==> config.mk <==
export PLATFORM = sky130hd
export DESIGN_NAME = url_percent_encoder
export DESIGN_NICKNAME = d
export VERILOG_FILES = /design/src/design/upe_pkg.sv /design/src/design/url_percent_encoder.sv /design/src/design/upe_front.sv /design/src/design/upe_queue.sv /design/src/design/upe_back.sv
export SDC_FILE = /design/constraint.sdc
export NUM_CORES = 1
export LEC_CHECK = 0
export BUFFER_PORTS_ARGS = -buffer_cell sky130_fd_sc_hd__buf_2
export CORE_MARGIN = 5
export CORE_UTILIZATION = 34
export DETAILED_ROUTE_END_ITERATION = 16
export MAX_ROUTING_LAYER = met4
export PLACE_DENSITY_LB_ADDON = 0.08
export SETUP_SLACK_MARGIN = 0.2
export SLEW_MARGIN = 20
export SYNTH_ARGS = -nofsm -noshare
export SYNTH_HDL_FRONTEND = slang
export SYNTH_SLANG_ARGS = --single-unit
==> constraint.sdc <==
create_clock -name clk_i -period 2.14 [get_ports clk_i]
set_clock_uncertainty 0.2 [all_clocks]
set_input_delay 0.428 -clock clk_i [delete_from_list [all_inputs] [get_ports clk_i]]
set_output_delay 0.428 -clock clk_i [all_outputs]
set_load 0.005 [all_outputs]
==> src/design/upe_pkg.sv <==
package upe_pkg;

  localparam int unsigned ByteW = 8;

  localparam logic [ByteW-1:0] EscLimit  = 8'h7f;
  localparam logic [ByteW-1:0] ChPlus    = 8'h2b;
  localparam logic [ByteW-1:0] ChSlash   = 8'h2f;
  localparam logic [ByteW-1:0] ChSpace   = 8'h20;
  localparam logic [ByteW-1:0] ChPercent = 8'h25;
  localparam logic [ByteW-1:0] ChNul     = 8'h00;

  // how the back end renders a queued byte
  typedef enum logic {
    KIND_PASS,
    KIND_ESCAPE
  } upe_kind_e;

  // character position inside an escape sequence
  typedef enum logic [1:0] {
    STEP_FIRST,
    STEP_HIGH,
    STEP_LOW
  } upe_step_e;

  typedef struct packed {
    upe_kind_e        kind;
    logic [ByteW-1:0] data;     // output char for pass, raw byte for escape
    logic             str_end;  // last character of the string
  } upe_entry_t;

  // queue read side as seen by the back end
  typedef struct packed {
    logic       valid;
    upe_entry_t entry;
  } upe_head_t;

  function automatic logic [ByteW-1:0] hex_digit(input logic [3:0] nib);
    logic [ByteW-1:0] ch;
    if (nib < 4'd10) begin
      ch = 8'h30 + {4'd0, nib};
    end else begin
      ch = 8'h37 + {4'd0, nib};
    end
    return ch;
  endfunction

endpackage

==> src/design/url_percent_encoder.sv <==
// channel   dir  tdata                 tlast        tuser
// s_axis    in   [7:0] in_byte         final_byte   -
// m_axis    out  [7:0] out_char        string_end   run_end
//
// one output character per cycle while m_axis is ready and work is queued; a passed
// byte becomes one character, an escaped byte three, all through the single character register of the back end
// the front classifies one byte per cycle, while the queue has room, into a queue of QUEUE_DEPTH entries
// s_axis_tready drops only while that queue is full
// m_axis stalls hold the output register; the front keeps filling the queue
// reset clears the group count, the queue pointers and the output valid
module url_percent_encoder #(
  parameter int unsigned QUEUE_DEPTH = 4
) (
  input  logic       clk_i,
  input  logic       rst_ni,
  input  logic       s_axis_tvalid,
  output logic       s_axis_tready,
  input  logic [7:0] s_axis_tdata,   // [7:0] in_byte
  input  logic       s_axis_tlast,   // final_byte
  output logic       m_axis_tvalid,
  input  logic       m_axis_tready,
  output logic [7:0] m_axis_tdata,   // [7:0] out_char
  output logic       m_axis_tlast,   // string_end
  output logic       m_axis_tuser    // run_end
);

  // front to queue
  logic                 push;
  logic                 q_full;
  upe_pkg::upe_entry_t  entry;

  // queue to back
  upe_pkg::upe_head_t   head;
  logic                 pop;

  upe_front u_front (
    .clk_i      (clk_i),
    .rst_ni     (rst_ni),
    .in_valid_i (s_axis_tvalid),
    .in_byte_i  (s_axis_tdata),
    .in_final_i (s_axis_tlast),
    .q_full_i   (q_full),
    .in_ready_o (s_axis_tready),
    .push_o     (push),
    .entry_o    (entry)
  );

  // classified bytes waiting for expansion
  upe_queue #(
    .DEPTH (QUEUE_DEPTH)
  ) u_queue (
    .clk_i   (clk_i),
    .rst_ni  (rst_ni),
    .push_i  (push),
    .entry_i (entry),
    .pop_i   (pop),
    .full_o  (q_full),
    .head_o  (head)
  );

  // expands each entry into one or three characters
  upe_back u_back (
    .clk_i         (clk_i),
    .rst_ni        (rst_ni),
    .head_i        (head),
    .pop_o         (pop),
    .out_valid_o   (m_axis_tvalid),
    .out_ready_i   (m_axis_tready),
    .out_char_o    (m_axis_tdata),
    .out_run_end_o (m_axis_tuser),
    .out_str_end_o (m_axis_tlast)
  );

endmodule

==> src/design/upe_front.sv <==
module upe_front (
  input  logic                            clk_i,
  input  logic                            rst_ni,
  input  logic                            in_valid_i,
  input  logic [upe_pkg::ByteW-1:0]       in_byte_i,
  input  logic                            in_final_i,
  input  logic                            q_full_i,
  output logic                            in_ready_o,
  output logic                            push_o,
  output upe_pkg::upe_entry_t             entry_o
);

  logic [1:0] group_left_q, group_left_d;
  logic       is_alnum;

  assign in_ready_o = !q_full_i;
  assign push_o     = in_valid_i && !q_full_i;

  assign is_alnum = (in_byte_i >= 8'h30 && in_byte_i <= 8'h39) ||
                    (in_byte_i >= 8'h41 && in_byte_i <= 8'h5a) ||
                    (in_byte_i >= 8'h61 && in_byte_i <= 8'h7a);

  always_comb begin
    group_left_d    = group_left_q;
    entry_o.kind    = upe_pkg::KIND_ESCAPE;
    entry_o.data    = in_byte_i;
    entry_o.str_end = in_final_i;
    if (group_left_q != 2'd0) begin
      group_left_d = group_left_q - 2'd1;
    end else if (in_byte_i > upe_pkg::EscLimit) begin
      group_left_d = 2'd2;
    end else if (is_alnum || in_byte_i == upe_pkg::ChSlash) begin
      entry_o.kind = upe_pkg::KIND_PASS;
    end else if (in_byte_i == upe_pkg::ChSpace) begin
      entry_o.kind = upe_pkg::KIND_PASS;
      entry_o.data = upe_pkg::ChPlus;
    end else if (in_byte_i == upe_pkg::ChNul) begin
      // terminator ends the string regardless of the final flag
      entry_o.kind    = upe_pkg::KIND_PASS;
      entry_o.str_end = 1'b1;
    end
    if (in_final_i) begin
      group_left_d = 2'd0;
    end
  end

  always_ff @(posedge clk_i or negedge rst_ni) begin
    if (!rst_ni) begin
      group_left_q <= 2'd0;
    end else if (push_o) begin
      group_left_q <= group_left_d;
    end
  end

endmodule

==> src/design/upe_queue.sv <==
module upe_queue #(
  parameter int unsigned DEPTH = 4
) (
  input  logic                 clk_i,
  input  logic                 rst_ni,
  input  logic                 push_i,
  input  upe_pkg::upe_entry_t  entry_i,
  input  logic                 pop_i,
  output logic                 full_o,
  output upe_pkg::upe_head_t   head_o
);

  localparam int unsigned PtrW = (DEPTH > 1) ? $clog2(DEPTH) : 1;
  localparam int unsigned CntW = $clog2(DEPTH + 1);

  upe_pkg::upe_entry_t mem_q [DEPTH];
  logic [PtrW-1:0]     wr_ptr_q, rd_ptr_q;
  logic [CntW-1:0]     count_q;
  logic                do_pop;

  assign full_o       = (count_q == CntW'(DEPTH));
  assign head_o.valid = (count_q != '0);
  assign head_o.entry = mem_q[rd_ptr_q];
  assign do_pop       = pop_i && head_o.valid;

  always_ff @(posedge clk_i) begin
    if (push_i) begin
      mem_q[wr_ptr_q] <= entry_i;
    end
  end

  always_ff @(posedge clk_i or negedge rst_ni) begin
    if (!rst_ni) begin
      wr_ptr_q <= '0;
      rd_ptr_q <= '0;
      count_q  <= '0;
    end else begin
      if (push_i) begin
        wr_ptr_q <= (wr_ptr_q == PtrW'(DEPTH - 1)) ? '0 : wr_ptr_q + 1'b1;
      end
      if (do_pop) begin
        rd_ptr_q <= (rd_ptr_q == PtrW'(DEPTH - 1)) ? '0 : rd_ptr_q + 1'b1;
      end
      if (push_i && !do_pop) begin
        count_q <= count_q + 1'b1;
      end else if (do_pop && !push_i) begin
        count_q <= count_q - 1'b1;
      end
    end
  end

  assert property (@(posedge clk_i) disable iff (!rst_ni) push_i |-> !full_o)
    else $error("push into a full queue");
  assert property (@(posedge clk_i) disable iff (!rst_ni) pop_i |-> head_o.valid)
    else $error("pop from an empty queue");

endmodule

==> src/design/upe_back.sv <==
module upe_back (
  input  logic                        clk_i,
  input  logic                        rst_ni,
  input  upe_pkg::upe_head_t          head_i,
  output logic                        pop_o,
  output logic                        out_valid_o,
  input  logic                        out_ready_i,
  output logic [upe_pkg::ByteW-1:0]   out_char_o,
  output logic                        out_run_end_o,
  output logic                        out_str_end_o
);

  upe_pkg::upe_step_e          state_q, state_d;
  logic [upe_pkg::ByteW-1:0]   byte_q, byte_d;
  logic                        send_q, send_d;
  logic                        valid_q, valid_d;
  logic [upe_pkg::ByteW-1:0]   char_q, char_d;
  logic                        rend_q, rend_d;
  logic                        strend_q, strend_d;
  logic                        load;

  // output register free or being drained this cycle
  assign load = !valid_q || out_ready_i;

  always_comb begin
    state_d  = state_q;
    byte_d   = byte_q;
    send_d   = send_q;
    valid_d  = valid_q && !out_ready_i;
    char_d   = char_q;
    rend_d   = rend_q;
    strend_d = strend_q;
    pop_o    = 1'b0;
    if (load) begin
      case (state_q)
        upe_pkg::STEP_FIRST: begin
          if (head_i.valid) begin
            pop_o   = 1'b1;
            valid_d = 1'b1;
            if (head_i.entry.kind == upe_pkg::KIND_PASS) begin
              char_d   = head_i.entry.data;
              rend_d   = 1'b1;
              strend_d = head_i.entry.str_end;
            end else begin
              char_d   = upe_pkg::ChPercent;
              rend_d   = 1'b0;
              strend_d = 1'b0;
              byte_d   = head_i.entry.data;
              send_d   = head_i.entry.str_end;
              state_d  = upe_pkg::STEP_HIGH;
            end
          end
        end
        upe_pkg::STEP_HIGH: begin
          valid_d  = 1'b1;
          char_d   = upe_pkg::hex_digit(byte_q[7:4]);
          rend_d   = 1'b0;
          strend_d = 1'b0;
          state_d  = upe_pkg::STEP_LOW;
        end
        upe_pkg::STEP_LOW: begin
          valid_d  = 1'b1;
          char_d   = upe_pkg::hex_digit(byte_q[3:0]);
          rend_d   = 1'b1;
          strend_d = send_q;
          state_d  = upe_pkg::STEP_FIRST;
        end
        default: begin
          state_d = upe_pkg::STEP_FIRST;
        end
      endcase
    end
  end

  always_ff @(posedge clk_i or negedge rst_ni) begin
    if (!rst_ni) begin
      state_q <= upe_pkg::STEP_FIRST;
      valid_q <= 1'b0;
    end else begin
      state_q <= state_d;
      valid_q <= valid_d;
    end
  end

  always_ff @(posedge clk_i) begin
    byte_q   <= byte_d;
    send_q   <= send_d;
    char_q   <= char_d;
    rend_q   <= rend_d;
    strend_q <= strend_d;
  end

  assign out_valid_o   = valid_q;
  assign out_char_o    = char_q;
  assign out_run_end_o = rend_q;
  assign out_str_end_o = strend_q;

  assert property (@(posedge clk_i) disable iff (!rst_ni)
    pop_o |-> state_q == upe_pkg::STEP_FIRST)
    else $error("queue popped in the middle of an escape");
  assert property (@(posedge clk_i) disable iff (!rst_ni)
    valid_q && strend_q |-> rend_q)
    else $error("string end without run end");
  assert property (@(posedge clk_i) disable iff (!rst_ni)
    pop_o && head_i.entry.kind == upe_pkg::KIND_ESCAPE |=>
      valid_q && char_q == upe_pkg::ChPercent && state_q == upe_pkg::STEP_HIGH)
    else $error("escape did not start with a percent sign");

endmodule

=== Yosys cells after proc, flatten, opt, wreduce, memory -nomap -nowiden ===
Memories as Yosys holds them, arrays and structs flattened.
Index checks and enable logic that the tools add are counted.

* Register bits: 31
* Bits in latches: 0
* RAM bits: 40
* ROM bits: 0
* Output and inout bits: 12
* Word-level logic and storage cells: 106
* Memories kept: 1

* $add $sub $neg: 9
* Multipliers: 0
* Divide/modulo/power cells: 0
* $lt $le $gt $ge: 9
* Eq/ne operators: 9
* Shift operators: 0
* Muxes and demuxes: 38
* Bitwise gates (word level): 0
* Reductions and logical operators: 29

{| class="wikitable"
|+ Memories
! name !! words !! width !! rd ports !! clocked after memory_dff !! write ports !! line !! RTL
|-
| u_queue.mem_q || 4 || 10 || 1 || 0 || 1 || upe_queue.sv:16 || <nowiki>upe_pkg::upe_entry_t mem_q [DEPTH];</nowiki>
|}

{| class="wikitable"
|+ Operators with widths
! cell !! count
|-
| $mux W8 || 5
|-
| $add A6 B4 Y7 const A || 4
|-
| $pmux W8 S3 || 1
|-
| $mux W10 || 2
|-
| $eq A8 B6 Y1 const B || 2
|-
| $ge A8 B7 Y1 const B || 2
|-
| $le A8 B7 Y1 const B || 2
|-
| $mux W1 || 16
|-
| $mux W2 || 7
|-
| $mux W9 || 1
|-
| $reduce_bool A3 Y1 || 3
|-
| $ge A8 B6 Y1 const B || 1
|-
| $gt A8 B7 Y1 const B || 1
|-
| $le A8 B6 Y1 const B || 1
|-
| $logic_and A1 B1 Y1 || 8
|-
| $logic_not A8 Y1 || 1
|-
| $lt A4 B4 Y1 const B || 2
|-
| $eq A2 B2 Y1 const B || 3
|-
| $mux W3 || 2
|-
| $pmux W1 S3 || 2
|-
| $reduce_and A3 Y1 || 2
|-
| $logic_not A1 Y1 || 5
|-
| $add A2 B1 Y2 const B || 2
|-
| $logic_or A1 B1 Y1 || 4
|-
| other kinds (14) || 15
|}

=== Longest topological paths before layout ===
Gate-level depths: netlist of the first run.

* Word-level depth: 8
* Mapped depth: 10
* Gate-level depth less buffers: 9

=== Hierarchy ===
From an unflattened synthesis of the first run, not the netlist that was laid out.

* Cell total of the unflattened synthesis: 220
* Area total of the unflattened synthesis: 3239.4 sq um

{| class="wikitable"
|+ By module, submodules not included
! module !! times used !! cells an instance !! area an instance (sq um)
|-
| upe_queue || 1 || 89 || 1875.5
|-
| upe_back || 1 || 96 || 1099.8
|-
| upe_front || 1 || 35 || 264.0
|}

=== Least setup slack after synthesis of the first run ===
No wires, ideal clock.

* Path kind: reg-to-reg
* Start point: register u_queue.count_q[0]
* End point: register u_queue.count_q[1]
* Data arrival time: 2.046 ns
* Data required time: 1.815 ns
* Slack: -0.231 ns
* Stages on the path, launching flop included: 9
* Buffers on the path: 1
* Period minus slack after synthesis: 2.371 ns
* Cell sequence: dfrtp_1 > or3b_1 > buf_2 > nand2_1 > inv_1 > ha_1 > inv_1 > fa_1 > mux2_2

{| class="wikitable"
|+ RTL lines
! item !! line !! RTL
|-
| start, declared || upe_queue.sv:18 || <nowiki>logic [CntW-1:0] count_q;</nowiki>
|-
| start signal, assigned || upe_queue.sv:45 || <nowiki>count_q <= count_q + 1'b1;</nowiki>
|-
| start signal, assigned || upe_queue.sv:47 || <nowiki>count_q <= count_q - 1'b1;</nowiki>
|-
| $eq A3 B3 Y1 (*) || upe_queue.sv:21 || <nowiki>assign full_o = (count_q == CntW'(DEPTH));</nowiki>
|-
| $logic_not A1 Y1 (*) || n/a ||
|-
| via s_axis_tready || url_percent_encoder.sv:17 || <nowiki>output logic s_axis_tready,</nowiki>
|-
| $logic_and A1 B1 Y1 (*) || upe_front.sv:17 || <nowiki>assign push_o = in_valid_i && !q_full_i;</nowiki>
|-
| via push || url_percent_encoder.sv:28 || <nowiki>logic push;</nowiki>
|-
| $logic_not A1 Y1 || upe_queue.sv:46 || <nowiki>end else if (do_pop && !push_i) begin</nowiki>
|-
| $logic_and A1 B1 Y1 || upe_queue.sv:46 ||
|-
| $reduce_bool A2 Y1 (no source line) || n/a ||
|}

The timed path passes the listed nets; every way through them passes the cells marked *. The select of a mux whose other input is x is not followed.
A chain may end at the register's enable or synchronous reset.

=== Worst setup path after layout of the first run ===
* Start point: register u_queue.count_q[1]
* End point: register u_queue.count_q[1]

{| class="wikitable"
|+ RTL lines
! item !! line
|-
| $eq A3 B3 Y1 (*) || upe_queue.sv:21
|-
| $logic_not A1 Y1 (*) || upe_front.sv:17
|-
| $logic_and A1 B1 Y1 (*) || upe_front.sv:17
|-
| via push || url_percent_encoder.sv:28
|-
| $logic_not A1 Y1 || upe_queue.sv:46
|-
| $logic_and A1 B1 Y1 || upe_queue.sv:46
|-
| $reduce_bool A2 Y1 (no source line) || n/a
|}

Marked as above.

==> results of run 1 <==
## logic make-up after synthesis
kind of cell | after synthesis | share of synthesized area
XOR/XNOR | 5 | 0.0131
AO/OA/AOI/OAI | 44 | 0.0852
flip-flops | 71 | 0.621
multiplexers | 18 | 0.0990
adder cells (fa/ha/maj) | 16 | 0.0623
AND/OR/NAND/NOR | 56 | 0.0866
buffers and inverters | 26 | 0.0326
## sequential cells by signal, summed over array words and instances, names as in the netlist, 2 cells and up
register,flops
u_front.group_left_q,2
u_queue.count_q,3
u_queue.wr_ptr_q,2
u_back.byte_q,8
u_back.out_char_o,8
u_back.state_q,2
u_queue.mem_q,40
u_queue.rd_ptr_q,2
## critical path, stage by stage (launching register included)
cell and delay, ns:
sky130_fd_sc_hd__dfrtp_1 0.40, sky130_fd_sc_hd__or3b_4 0.42, sky130_fd_sc_hd__nand2_4 0.08, sky130_fd_sc_hd__inv_4 0.04, sky130_fd_sc_hd__ha_4 0.15, sky130_fd_sc_hd__inv_2 0.05
sky130_fd_sc_hd__fa_2 0.42, sky130_fd_sc_hd__mux2_2 0.27
## metal layers
layer,up-vias,routed length (µm),part of all wire
li1,987,-,-
met1,961,2830,0.44
met2,41,3230,0.50
met3,10,207,0.032
met4,0,139,0.022
met5,-,0,0
## worst max-delay path by stage
stage | to
after floorplan | u_queue.count_q[1]$_DFFE_PN0P_
after global placement | u_queue.count_q[2]$_DFFE_PN0P_
after detailed placement | u_queue.count_q[2]$_DFFE_PN0P_
after CTS | u_queue.count_q[1]$_DFFE_PN0P_
after global routing | u_queue.count_q[1]$_DFFE_PN0P_
final | u_queue.count_q[1]$_DFFE_PN0P_
## area by class of cell
type                            instances  area [µm²]
Inverter                               15        62.6
Multi-Input combinational cell        139        1240
Timing Repair Buffer                   47         293
Sequential cell                        71        2070
Fill cell                             888        5650
Clock inverter                          7        78.8
Tap cell                              133         166
Clock buffer                            9         124
## placed cells by master, fill, tap and decap left out, types with 3 or more instances in the layout
master                       Yosys  layout
sky130_fd_sc_hd__a21oi_1         9       9
sky130_fd_sc_hd__and3_2          0       4
sky130_fd_sc_hd__buf_2           3      25
sky130_fd_sc_hd__buf_4           0      21
sky130_fd_sc_hd__clkbuf_8        0       9
sky130_fd_sc_hd__clkinvlp_4      0       4
sky130_fd_sc_hd__dfrtp_1        12      10
sky130_fd_sc_hd__edfxtp_1       59      59
sky130_fd_sc_hd__ha_1           15      14
sky130_fd_sc_hd__inv_1          14      12
sky130_fd_sc_hd__inv_6           0       3
sky130_fd_sc_hd__mux2_2          5       5
sky130_fd_sc_hd__mux4_1          5       5
sky130_fd_sc_hd__mux4_2          4       4
sky130_fd_sc_hd__nand2_1        13      12
sky130_fd_sc_hd__nand2b_1        5       5
sky130_fd_sc_hd__nand3_1         5       4
sky130_fd_sc_hd__nor2_1          9       9
sky130_fd_sc_hd__nor2b_1         4       3
sky130_fd_sc_hd__nor3_1          7       7
sky130_fd_sc_hd__o21ai_0        14      14
sky130_fd_sc_hd__xnor2_1         3       3
## where the power goes
part	internal, µW	switching [µW]
logic	1140	1200
registers	2070	243
clock network	550	545
## through the flow
stage,cell area [µm²],instances,total power [µW]
finish,4040,421,5740
global route,4040,421,6170
CTS,3990,419,5740
detailed placement,3740,401,4560
global placement,3740,401,4550
floorplan,3370,236,3770
## timing repair
action	in CTS	in global routing
hold buffers	1	0
gates cloned	0	1
buffers inserted	1	1
pin swaps	4	4
setup endpoints to repair	68	55
hold endpoints to repair	12	0
gates resized for setup	7	12
==> impl.org, run 1 <==
** Critical path
- Slack of the worst reg-to-reg path :: 0.009 ns
- Startpoint of the worst register-to-register path :: u_queue.count_q[1]$_DFFE_PN0P_
- Crit path from :: u_queue.count_q[1]$_DFFE_PN0P_
- In this run the worst path has a maximum fanout of 3.
- The worst setup path is captured at a flip-flop.
- STA classifies the critical path startpoint as a flip-flop.
- The critical path is of the reg2reg type.
- Data on the critical path arrives at its endpoint at 2.16 ns.
- STA puts the critical path data required time at 2.17 ns.
- Depth of the worst register-to-register path :: 7
- Capturing point of the worst reg2reg path :: u_queue.count_q[1]$_DFFE_PN0P_

** GRT
- For this run, the total global-route usage over all layers was measured as 0.120.
- For met3 alone, demand over resource in global routing was 0.0213.
- First-pass GRT wire length :: 10,300 µm
- Number of antenna violations at the first check in global routing :: 0
- Via count of the first global-routing pass :: 2,025
- Top Usage Layer GRT :: met2
- In the global route stage, met1 resource usage came out at 0.143.
- Pin count of the biggest net entering global routing :: 15
- For this run, global-route usage on met2 was measured as 0.197.
- Global routing finished with a remaining overflow of 0.

** STA
- Derived from the worst setup path, the maximum achievable clock frequency is ~0.47 GHz.
- Setup violations remaining at the end of the flow were counted as 0.
- Sum of negative setup slack :: 0 ns
- The worst path needs roughly 2.1 ns of the cycle, external delays included.
- In the finished design, the share of the clock period the worst path needs comes to 0.996.
- At the pin with the least slew margin, the transition time is about 0.46 ns.
- Setup repair after global routing could not meet its margin everywhere.
- The max-slew violation total from the final report is 0.
- Slew margin rel. :: 0.689
- The tightest hold path in the finished design has a slack of 0.106 ns.
- Once routing completed, OpenROAD measured the worst setup slack at 0.00868 ns.
- Number of failing hold endpoints at the final stage :: 0

** Detailed routing
- Via count of the routed design :: 1,999
- ANT nets after route :: 0
- Detail-routed via count per cell :: 4.75
- First drt pass iteration count :: 4
- Final Routed Wirelength :: ~6400 µm
- After detailed routing, the number of remaining DRC violations is 0.
- DRC marker count from the first detailed-route iteration :: 66
- After detailed routing, the average wire length per cell comes to about 15 µm.

** Synth
- sky130_fd_sc_hd__edfxtp_1 takes more of the synthesized area than any other cell.
- EDFF count, synth :: 59
- Yosys instantiated no cell more often than sky130_fd_sc_hd__edfxtp_1.
- In this run the mean area of a mapped cell was 14.1 µm².
- For this run, asynchronously set or reset flops after synthesis account for 0.169.
- Area fraction of the dominant cell type after synthesis :: 0.531
- Flip-flop cell with the highest count after synthesis :: sky130_fd_sc_hd__edfxtp_1
- Number of different library cells in the post-synthesis netlist :: 45
- After synthesis, the most frequently instantiated cells are sky130_fd_sc_hd__edfxtp_1, sky130_fd_sc_hd__ha_1, sky130_fd_sc_hd__inv_1, sky130_fd_sc_hd__o21ai_0, sky130_fd_sc_hd__nand2_1.
- Area of the mapped netlist :: 0.00334 mm²
- Count of synthesis-stage warnings from yosys :: 0
- After technology mapping, the gate count stands at between 200 and 250.
- Cell types with the largest area share after synthesis :: sky130_fd_sc_hd__edfxtp_1, sky130_fd_sc_hd__dfrtp_1, sky130_fd_sc_hd__ha_1
- Of the synthesized area, sequential elements account for 0.621.
- Synthesis inferred 71 register bits.
- Synthesis produced a netlist with a net count of 265.

** Hold path
- Hold Path Origin :: s_axis_tlast
- WHS Path Cells :: 2
- Hold Path End :: u_front.group_left_q[1]$_DFFE_PN0P_
- The path class of the tightest hold or removal check is in2reg.

** Placed design
- At the end of routability-driven placement, the weighted congestion stood at 0.768.
- Post-Place Setup Slack :: -0.0387 ns
- Port buffering added 24 buffers.
- Once detailed placement completed, the half-perimeter wirelength came to 4610 µm.

** CTS
- Number of H-tree levels :: 3
- No sink is reached through more buffers than the 2 on the longest clock path.
- TritonCTS clock tree :: built
- Clock root cell :: sky130_fd_sc_hd__clkbuf_8
- Sinks on Clock Net :: between 70 and 80
- Worst-path clk slew :: 0.09 ns
- Worst-Skew Late Latency :: 0.34 ns
- Total CTS buffers :: 9

** Cells and area
- Relative to the synthesized area, the layout overhead comes to 21.0%.
- The number of antenna diodes in the final layout is 0.
- Total Nets Final :: approximately 310
- Share of final-layout standard cells stronger than drive strength 1 :: 0.333
- Core Util, Final :: 0.417

** Die
- Starting utilization of the core area :: 0.344
- For this design the top-level I/O count stands at 25.
- Core area :: 0.00968 mm²
- Number of rows created at floorplan :: 36
- The die is 109 µm tall.
- Chip Width :: 109 µm
- The floorplan step defined a die boundary enclosing 0.0119 mm².

** Pwr
- Ratio of total power to cell area :: 1420 mW/mm²
- For this design the static power due to leakage is 0.00150 µW.
- IR analysis of the VDD net gives a maximum drop of 402 µV.

** Job
- Maximum Capacitance Violations :: 0

** Status
- The run finished with clean final reports.
Note: power is estimated with default switching activity, not from simulation.
==> run 2: changes to the inputs <==
- CAP_MARGIN: unset -> 20
- CORE_UTILIZATION: 34 -> 54
- GPL_TIMING_DRIVEN: unset -> 0
==> impl.org, run 2 (synthesis gave the netlist of run 1 again) <==
** Die
- The height of the chip came to 88.6 µm (-19%).
- Starting utilization of the core area :: 0.560 (+0.216)
- Core area :: 0.00596 mm² (-39%)
- The number of placement rows was 28 (-22%).
- Die outline area :: 0.00785 mm² (-34%)
- The count of pins on the block boundary came to 25 (unchanged).
- Chip Width :: 88.6 µm (-19%)

** Detailed routing
- Via count of the routed design :: 2,029 (+1.5%)
- First drt pass iteration count :: 4 (unchanged)
- The routed wirelength normalized by instance count is 16.0 µm (+5.1%).
- DRC marker count from the first detailed-route iteration :: 82 (+24%)
- The total detailed-routing wirelength is 5870 µm (-8.4%).
- # DRC :: 0 (unchanged)
- The ratio of routed vias to standard cells is 5.53 (+16%).
- The residual antenna-violating net count after detailed routing is 0 (unchanged).

** STA
- Actual transition at the worst max-transition pin :: 0.561 ns (+0.0983 ns)
- The count of final hold-check violations is 0 (unchanged).
- The max-slew violation total from the final report is 0 (unchanged).
- Minimum setup slack in the final design :: -0.108 ns (-0.117 ns)
- The final sum of negative setup slack came to -0.157 ns (-0.157 ns).
- Post-route fraction of the period consumed by the critical path :: 1.05 (+0.0546)
- The worst slew margin relative to its limit was 0.625 (-0.0635).
- Peak Freq :: 0.445 GHz (-5.2%)
- Setup repair after global routing could not meet its margin everywhere.
- Minimum clock period :: 2.25 ns (+0.117 ns)
- The count of final setup violators is 2 (+2).

** Critical path
- The worst setup path is launched from a flip-flop.
- Slack of the worst reg-to-reg path :: -0.11 ns (-0.12 ns)
- Crit path capture type :: flip-flop
- Critical setup path kind :: reg2reg
- The required time at the endpoint of the critical path came to 2.16 ns (about the same).
- The largest fanout on the critical path was 3 (unchanged).
- Worst Path Arrival :: 2.27 ns (+0.11 ns)

** Status
- Run status :: complete, but fails checks
- The final reports fail on negative setup slack.

** CTS
- TritonCTS clock tree :: built
- Maximum buffer depth of the clock tree :: 2 (unchanged)
- The clock buffer count from CTS is 9 (unchanged).
- Clock root cell :: sky130_fd_sc_hd__clkbuf_8
- Number of H-tree levels :: 3 (unchanged)
- Sinks on Clock Net :: 71 (unchanged)
- The clock-pin slew on the worst setup and hold paths was 0.07 ns (-0.02 ns).
- The worst-skew pair later-pin latency was 0.34 ns (about the same).

** Job
- Maximum Capacitance Violations :: 0 (unchanged)

** Pwr
- Leak pwr :: 0.00152 µW (+0.69%)
- The internal power came to 3760 µW (about the same).
- The net load switching power was 1990 µW (+0.17%).
- The combinational group share of total power is 0.416 (+0.010).
- The maximum vdd ir drop was 744 µV (+85%).
- The part of the power in registers is 0.396 (-0.007).
- The switching fraction of total power is 0.346 (about the same).
- The total power density per cell area was 1440 mW/mm² (+0.90%).
- Clock power frac :: 0.187 (-0.004)

** Cells and area
- # diodes :: 0 (unchanged)
- Leading cell type in the layout, fill and taps excluded :: sky130_fd_sc_hd__edfxtp_1
- Post-route insts no fill :: 367 (-13%)
- More flip-flops sit in one register than any other, and that register is u_queue.mem_q.
- The number of nets in the layout was 316 (+1.3%).
- The library cells used most frequently in the layout, excluding fill and tap cells, are sky130_fd_sc_hd__edfxtp_1, sky130_fd_sc_hd__buf_2, sky130_fd_sc_hd__buf_4.
- Layout Area Growth over Synthesis :: 20.0%
- The flip-flop count of the largest register, all copies and words added was 40 (unchanged).
- The fraction of layout instances using a drive strength above 1 is 0.312 (-0.0217).

** Hold path
- The tightest min-delay check is of the in2reg type.

** GRT
- Global-route total usage across every layer :: 0.175 (+0.0548)
- The first-pass GRT wire length came to 9750 µm (-5.6%).
- The largest net degree at the start of global routing was 15 (unchanged).
- The via count of the first global-routing pass came to 2,032 (+0.35%).
- The remaining global-route overflow came to 0 (unchanged).
- The number of antenna violations at the first check in global routing was 0 (unchanged).

** Placed design
- Cell count after placement :: 335 (-16%)
- The number of buffers inserted by port buffering is 24 (unchanged).
- Routability-driven placement congestion ratio :: 0.763 (-0.65%)
- Detailed placement HPWL :: 4060 µm (-12%)
## run 2: changes by cell type in the layout (fill, tap and decap cells not counted), sizes merged
| cell | before | now |
|---|---|---|
| clkbuf | 9 | 16 |
| buf | 46 | 43 |
| clkinv | 0 | 2 |
| clkinvlp | 4 | 2 |
## run 2: stage by stage
step	cell area [µm²]	utilization	hold WS (ns)	setup WS, ns	power, µW
after global placement	3580	0.602	0.134	-0.336	4270
after global routing	4000	0.672	0.133	-0.136	6150
after CTS	3930	0.660	0.108	-0.0865	5650
final	4000	0.672	0.116	-0.108	5750
after detailed placement	3590	0.603	0.137	-0.176	4340
after floorplan	3370	-	-0.0676	-0.0553	3770
## run 2: routing by layer
layer / share of wire / wire length, µm / up-vias / track usage
li1: - / - / 997 / -
met1: 0.45 / 2650 / 968 / 0.218
met2: 0.49 / 2850 / 51 / 0.274
met3: 0.039 / 228 / 13 / 0.0354
met4: 0.023 / 137 / 0 / 0.0852
met5: 0 / 0 / - / -
## run 2: area by class of cell
class                           instances  area, µm²
Clock inverter                          7       77.6
Inverter                               15       67.6
Buffer                                 11       58.8
Timing Repair Buffer                   40        253
Clock buffer                            9        124
Sequential cell                        71       2070
Multi-Input combinational cell        139       1250
Fill cell                             467       1950
Tap cell                               75       93.8
## run 2: critical path, stage by stage (launching register included)
cell                      delay [ns]
sky130_fd_sc_hd__dfrtp_1        0.40
sky130_fd_sc_hd__or3b_4         0.41
sky130_fd_sc_hd__buf_6          0.14
sky130_fd_sc_hd__nand2_8        0.06
sky130_fd_sc_hd__inv_8          0.03
sky130_fd_sc_hd__ha_4           0.15
sky130_fd_sc_hd__inv_2          0.05
sky130_fd_sc_hd__fa_1           0.41
sky130_fd_sc_hd__mux2_4         0.28
## run 2: final timing paths
kind,depth (start not counted),to,startpoint
min,2,u_front.group_left_q[1]$_DFFE_PN0P_,s_axis_tlast
min in group asynchronous,2,u_front.group_left_q[0]$_DFFE_PN0P_,rst_ni
max reg2reg,8,u_queue.count_q[1]$_DFFE_PN0P_,u_queue.count_q[0]$_DFFE_PN0P_
max,8,u_queue.count_q[1]$_DFFE_PN0P_,u_queue.count_q[0]$_DFFE_PN0P_
max in group asynchronous,2,u_queue.rd_ptr_q[0]$_DFFE_PN0P_,rst_ni
min reg2reg,2,u_front.group_left_q[0]$_DFFE_PN0P_,u_front.group_left_q[0]$_DFFE_PN0P_
## run 2: power groups by stage
| stage | Combinational [µW] | Sequential [µW] | Clock, µW |
|---|---|---|---|
| floorplan | 1470 | 2300 | 0 |
| global placement | 1950 | 2320 | 0 |
| detailed placement | 2010 | 2340 | 0 |
| CTS | 2270 | 2290 | 1100 |
| global route | 2650 | 2320 | 1180 |
| finish | 2390 | 2280 | 1080 |
## run 2: what timing repair did
action	4_1_cts	5_1_grt
endpoints found under the setup margin	27	61
setup buffers	10	5
hold buffers	1	0
pin swaps	6	4
resized for setup	13	13
endpoints found under the hold margin	12	0
==> run 3: changes to the inputs <==
- CORE_MARGIN: 5 -> unset
==> impl.org, run 3 (synthesis gave the netlist of run 1 again) <==
** STA
- The top achievable clock speed was 0.446 GHz (+0.17%).
- The count of final setup violators is 3 (+1).
- Minimum setup slack in the final design :: -0.104 ns (+0.00389 ns)
- Number of failing hold endpoints at the final stage :: 0 (unchanged)
- The worst-case hold slack was 0.113 ns (-0.00351 ns).
- The portion of the clock cycle consumed by the worst path in the final layout is 1.05 (-0.00182).
- Setup repair after global routing missed its margin :: yes
- Minimum clock period :: 2.24 ns (-0.00389 ns)
- The max-slew violation total from the final report came to 0 (unchanged).
- Actual transition at the worst max-transition pin :: 0.425 ns (-0.136 ns)
- The worst slew margin relative to its limit is 0.714 (+0.0886).

** Status
- Violated checks :: negative setup slack
- The flow ran to the end, but the final reports show violations.

** Critical path
- Delay contributed by the slowest stage of the critical path :: 0.41 ns (about the same)
- The worst setup path is captured at a flip-flop.
- Sort of element at the start of the critical path :: flip-flop
- Count of buffering cells on the critical path with inverters included :: 3 (unchanged)
- For this design, the slowest cell found on the critical path is sky130_fd_sc_hd__dfrtp_1.
- The critical path is of the reg2reg type.
- The endpoint arrival time on the critical path is 2.27 ns (about the same).
- Required time at the endpoint of the critical path :: 2.17 ns (about the same)
- CP delay by family, top :: adder cells
- Walking the worst path, the cells encountered are or3b_4 > buf_6 > nand2_8 > inv_8 > ha_4 > inv_2 > fa_1 > mux2_4.
- Crit path max fanout :: 4 (+1)

** Cells and area
- The flip-flop count of the largest register, all copies and words added came to 40 (unchanged).
- The fraction of layout instances using a drive strength above 1 was 0.316 (+0.00451).
- The number of inserted diodes is 0 (unchanged).
- Most frequent cells in the layout :: sky130_fd_sc_hd__edfxtp_1, sky130_fd_sc_hd__buf_2, sky130_fd_sc_hd__o21ai_0
- Leading cell type in the layout, fill and taps excluded :: sky130_fd_sc_hd__edfxtp_1
- The register area came to 0.00207 mm² (unchanged).
- Total Nets Final :: 315 (-0.32%)
- Layout Area Growth over Synthesis :: 19.6%
- The count of fill cells added during filler insertion was 441 (-5.6%).
- Register with the most flip-flops :: u_queue.mem_q
- Combined area of the multi-input logic cells :: 0.00126 mm² (+0.70%)
- Post-route insts no fill :: 366 (-0.27%)

** Pwr
- Ratio of total power to cell area :: 1440 mW/mm² (about the same)
- Internal power consumption :: 3760 µW (about the same)
- Clock power frac :: 0.188 (about the same)
- Sequential group share of total power :: 0.400 (+0.004)
- The cell leakage power was 0.00151 µW (-0.12%).
- Max VDD drop :: 933 µV (+25%)
- The combinational group share of total power came to 0.412 (-0.004).
- The switching fraction of total power was 0.343 (-0.00258).
- The net load switching power is 1970 µW (-1.1%).

** GRT
- Via count of the first global-routing pass :: 1,970 (-3.1%)
- The global routing usage summed across all routing layers is 0.211 (+0.0365).
- Leftover overflow at the end of global routing :: 0 (unchanged)
- First-pass GRT wire length :: 9620 µm (-1.3%)
- Number of antenna violations at the first check in global routing :: 0 (unchanged)
- The largest net degree at the start of global routing is 15 (unchanged).

** Detailed routing
- Via count of the routed design :: 2,036 (+0.34%)
- DRC marker count from the first detailed-route iteration :: 129 (+57%)
- ANT nets after route :: 0 (unchanged)
- The total detailed-routing wirelength is 5800 µm (-1.2%).
- Detail-routed via count per cell :: 5.56 (+0.62%)
- The routed wirelength normalized by instance count is 15.8 µm (-0.91%).
- The detailed-routing iteration count for the pre-antenna-repair pass was 4 (unchanged).
- The post-route DRC violation count is 0 (unchanged).

** Placed design
- Detailed placement HPWL :: 3950 µm (-2.8%)
- The number of placed instances with taps included came to 336 (+0.30%).
- Number of buffers added on ports :: 24 (unchanged)
- The global placer's final weighted congestion is 0.791 (+3.6%).

** CTS
- Maximum buffer depth of the clock tree :: 2 (unchanged)
- Worst-path clk slew :: 0.08 ns (about the same)
- Number of H-tree levels :: 3 (unchanged)
- Clock root cell :: sky130_fd_sc_hd__clkbuf_8
- TritonCTS built the clock tree.
- The worst-skew pair later-pin latency is 0.35 ns (about the same).
- The clock buffer count from CTS is 9 (unchanged).
- The TritonCTS sink count came to 71 (unchanged).

** Die
- Height of the chip :: 80.6 µm (-9.0%)
- Number of rows created at floorplan :: 28 (unchanged)
- Core area :: 0.00596 mm² (unchanged)
- Starting utilization of the core area :: 0.560 (unchanged)
- Die outline area :: 0.00650 mm² (-17%)
- The count of pins on the block boundary is 25 (unchanged).
- Chip Width :: 80.6 µm (-9.0%)

** Hold path
- Hold/Removal Path Class :: in2reg

** Job
- The max-cap violation count was 0 (unchanged).
[run 3: cell count changes in the layout (fill, tap and decap cells not counted), moves of 2 or more]
cell and change:
sky130_fd_sc_hd__and3_2 +3, sky130_fd_sc_hd__mux2i_1 -2, sky130_fd_sc_hd__and3_4 -3, sky130_fd_sc_hd__o21ai_0 +2
sky130_fd_sc_hd__o21ai_1 -2, sky130_fd_sc_hd__mux2i_2 +2, sky130_fd_sc_hd__buf_6 -2
[run 3: path summary, 6_finish.rpt]
kind,startpoint,end,slack [ns],depth (start not counted)
worst max-delay path,u_queue.count_q[0]$_DFFE_PN0P_,u_queue.count_q[1]$_DFFE_PN0P_,-0.10,8
worst min-delay path,s_axis_tlast,u_front.group_left_q[1]$_DFFE_PN0P_,0.11,2
worst max register to register,u_queue.count_q[0]$_DFFE_PN0P_,u_queue.count_q[1]$_DFFE_PN0P_,-0.10,8
worst min register to register,u_front.group_left_q[0]$_DFFE_PN0P_,u_front.group_left_q[0]$_DFFE_PN0P_,0.32,2
max in group asynchronous,rst_ni,u_queue.rd_ptr_q[0]$_DFFE_PN0P_,1.20,2
min in group asynchronous,rst_ni,u_front.group_left_q[1]$_DFFE_PN0P_,0.30,2
[run 3: metal layers]
layer,routed length (µm),GRT usage,share of wire,up-vias
met5,0,-,0,-
met4,93,0.0750,0.016,0
met3,194,0.0659,0.033,8
met1,2660,0.266,0.46,993
met2,2850,0.324,0.49,35
li1,-,-,-,1000
[run 3: power groups by stage]
| stage | Combinational, µW | Clock, µW | Sequential [µW] |
|---|---|---|---|
| finish | 2360 | 1080 | 2290 |
| global route | 2650 | 1160 | 2340 |
| CTS | 2240 | 1110 | 2290 |
| detailed placement | 2010 | 0 | 2330 |
| global placement | 1950 | 0 | 2320 |
| floorplan | 1470 | 0 | 2300 |
[run 3: repair_timing]
action / in CTS / in global routing
buffers inserted: 10 / 2
pin swaps: 6 / 2
setup endpoints to repair: 17 / 24
endpoints found under the hold margin: 12 / 0
hold buffers: 1 / 0
resized for setup: 15 / 9
gates cloned: 0 / 1
[run 3: cell type report]
type / count / share of cell area
Sequential cell: 71 / 0.520
Clock buffer: 9 / 0.0311
Inverter: 15 / 0.0169
Tap cell: 75 / 0.0235
Timing Repair Buffer: 38 / 0.0571
Multi-Input combinational cell: 140 / 0.317
Buffer: 11 / 0.0151
Clock inverter: 7 / 0.0198
[run 3: stage by stage]
| step | total power (µW) | instance area (µm²) | worst slack (ns) | util | setup TNS [ns] |
|---|---|---|---|---|---|
| 2_1_floorplan | 3770 | 3370 | -0.0553 | - | -0.104 |
| 3_3_place_gp | 4270 | 3580 | -0.380 | 0.602 | -5.48 |
| 3_5_place_dp | 4340 | 3600 | -0.201 | 0.604 | -1.69 |
| 4_1_cts | 5640 | 3930 | -0.102 | 0.660 | -0.242 |
| 5_1_grt | 6140 | 3990 | -0.160 | 0.670 | -0.407 |
| 6_report | 5730 | 3990 | -0.104 | 0.670 | -0.208 |
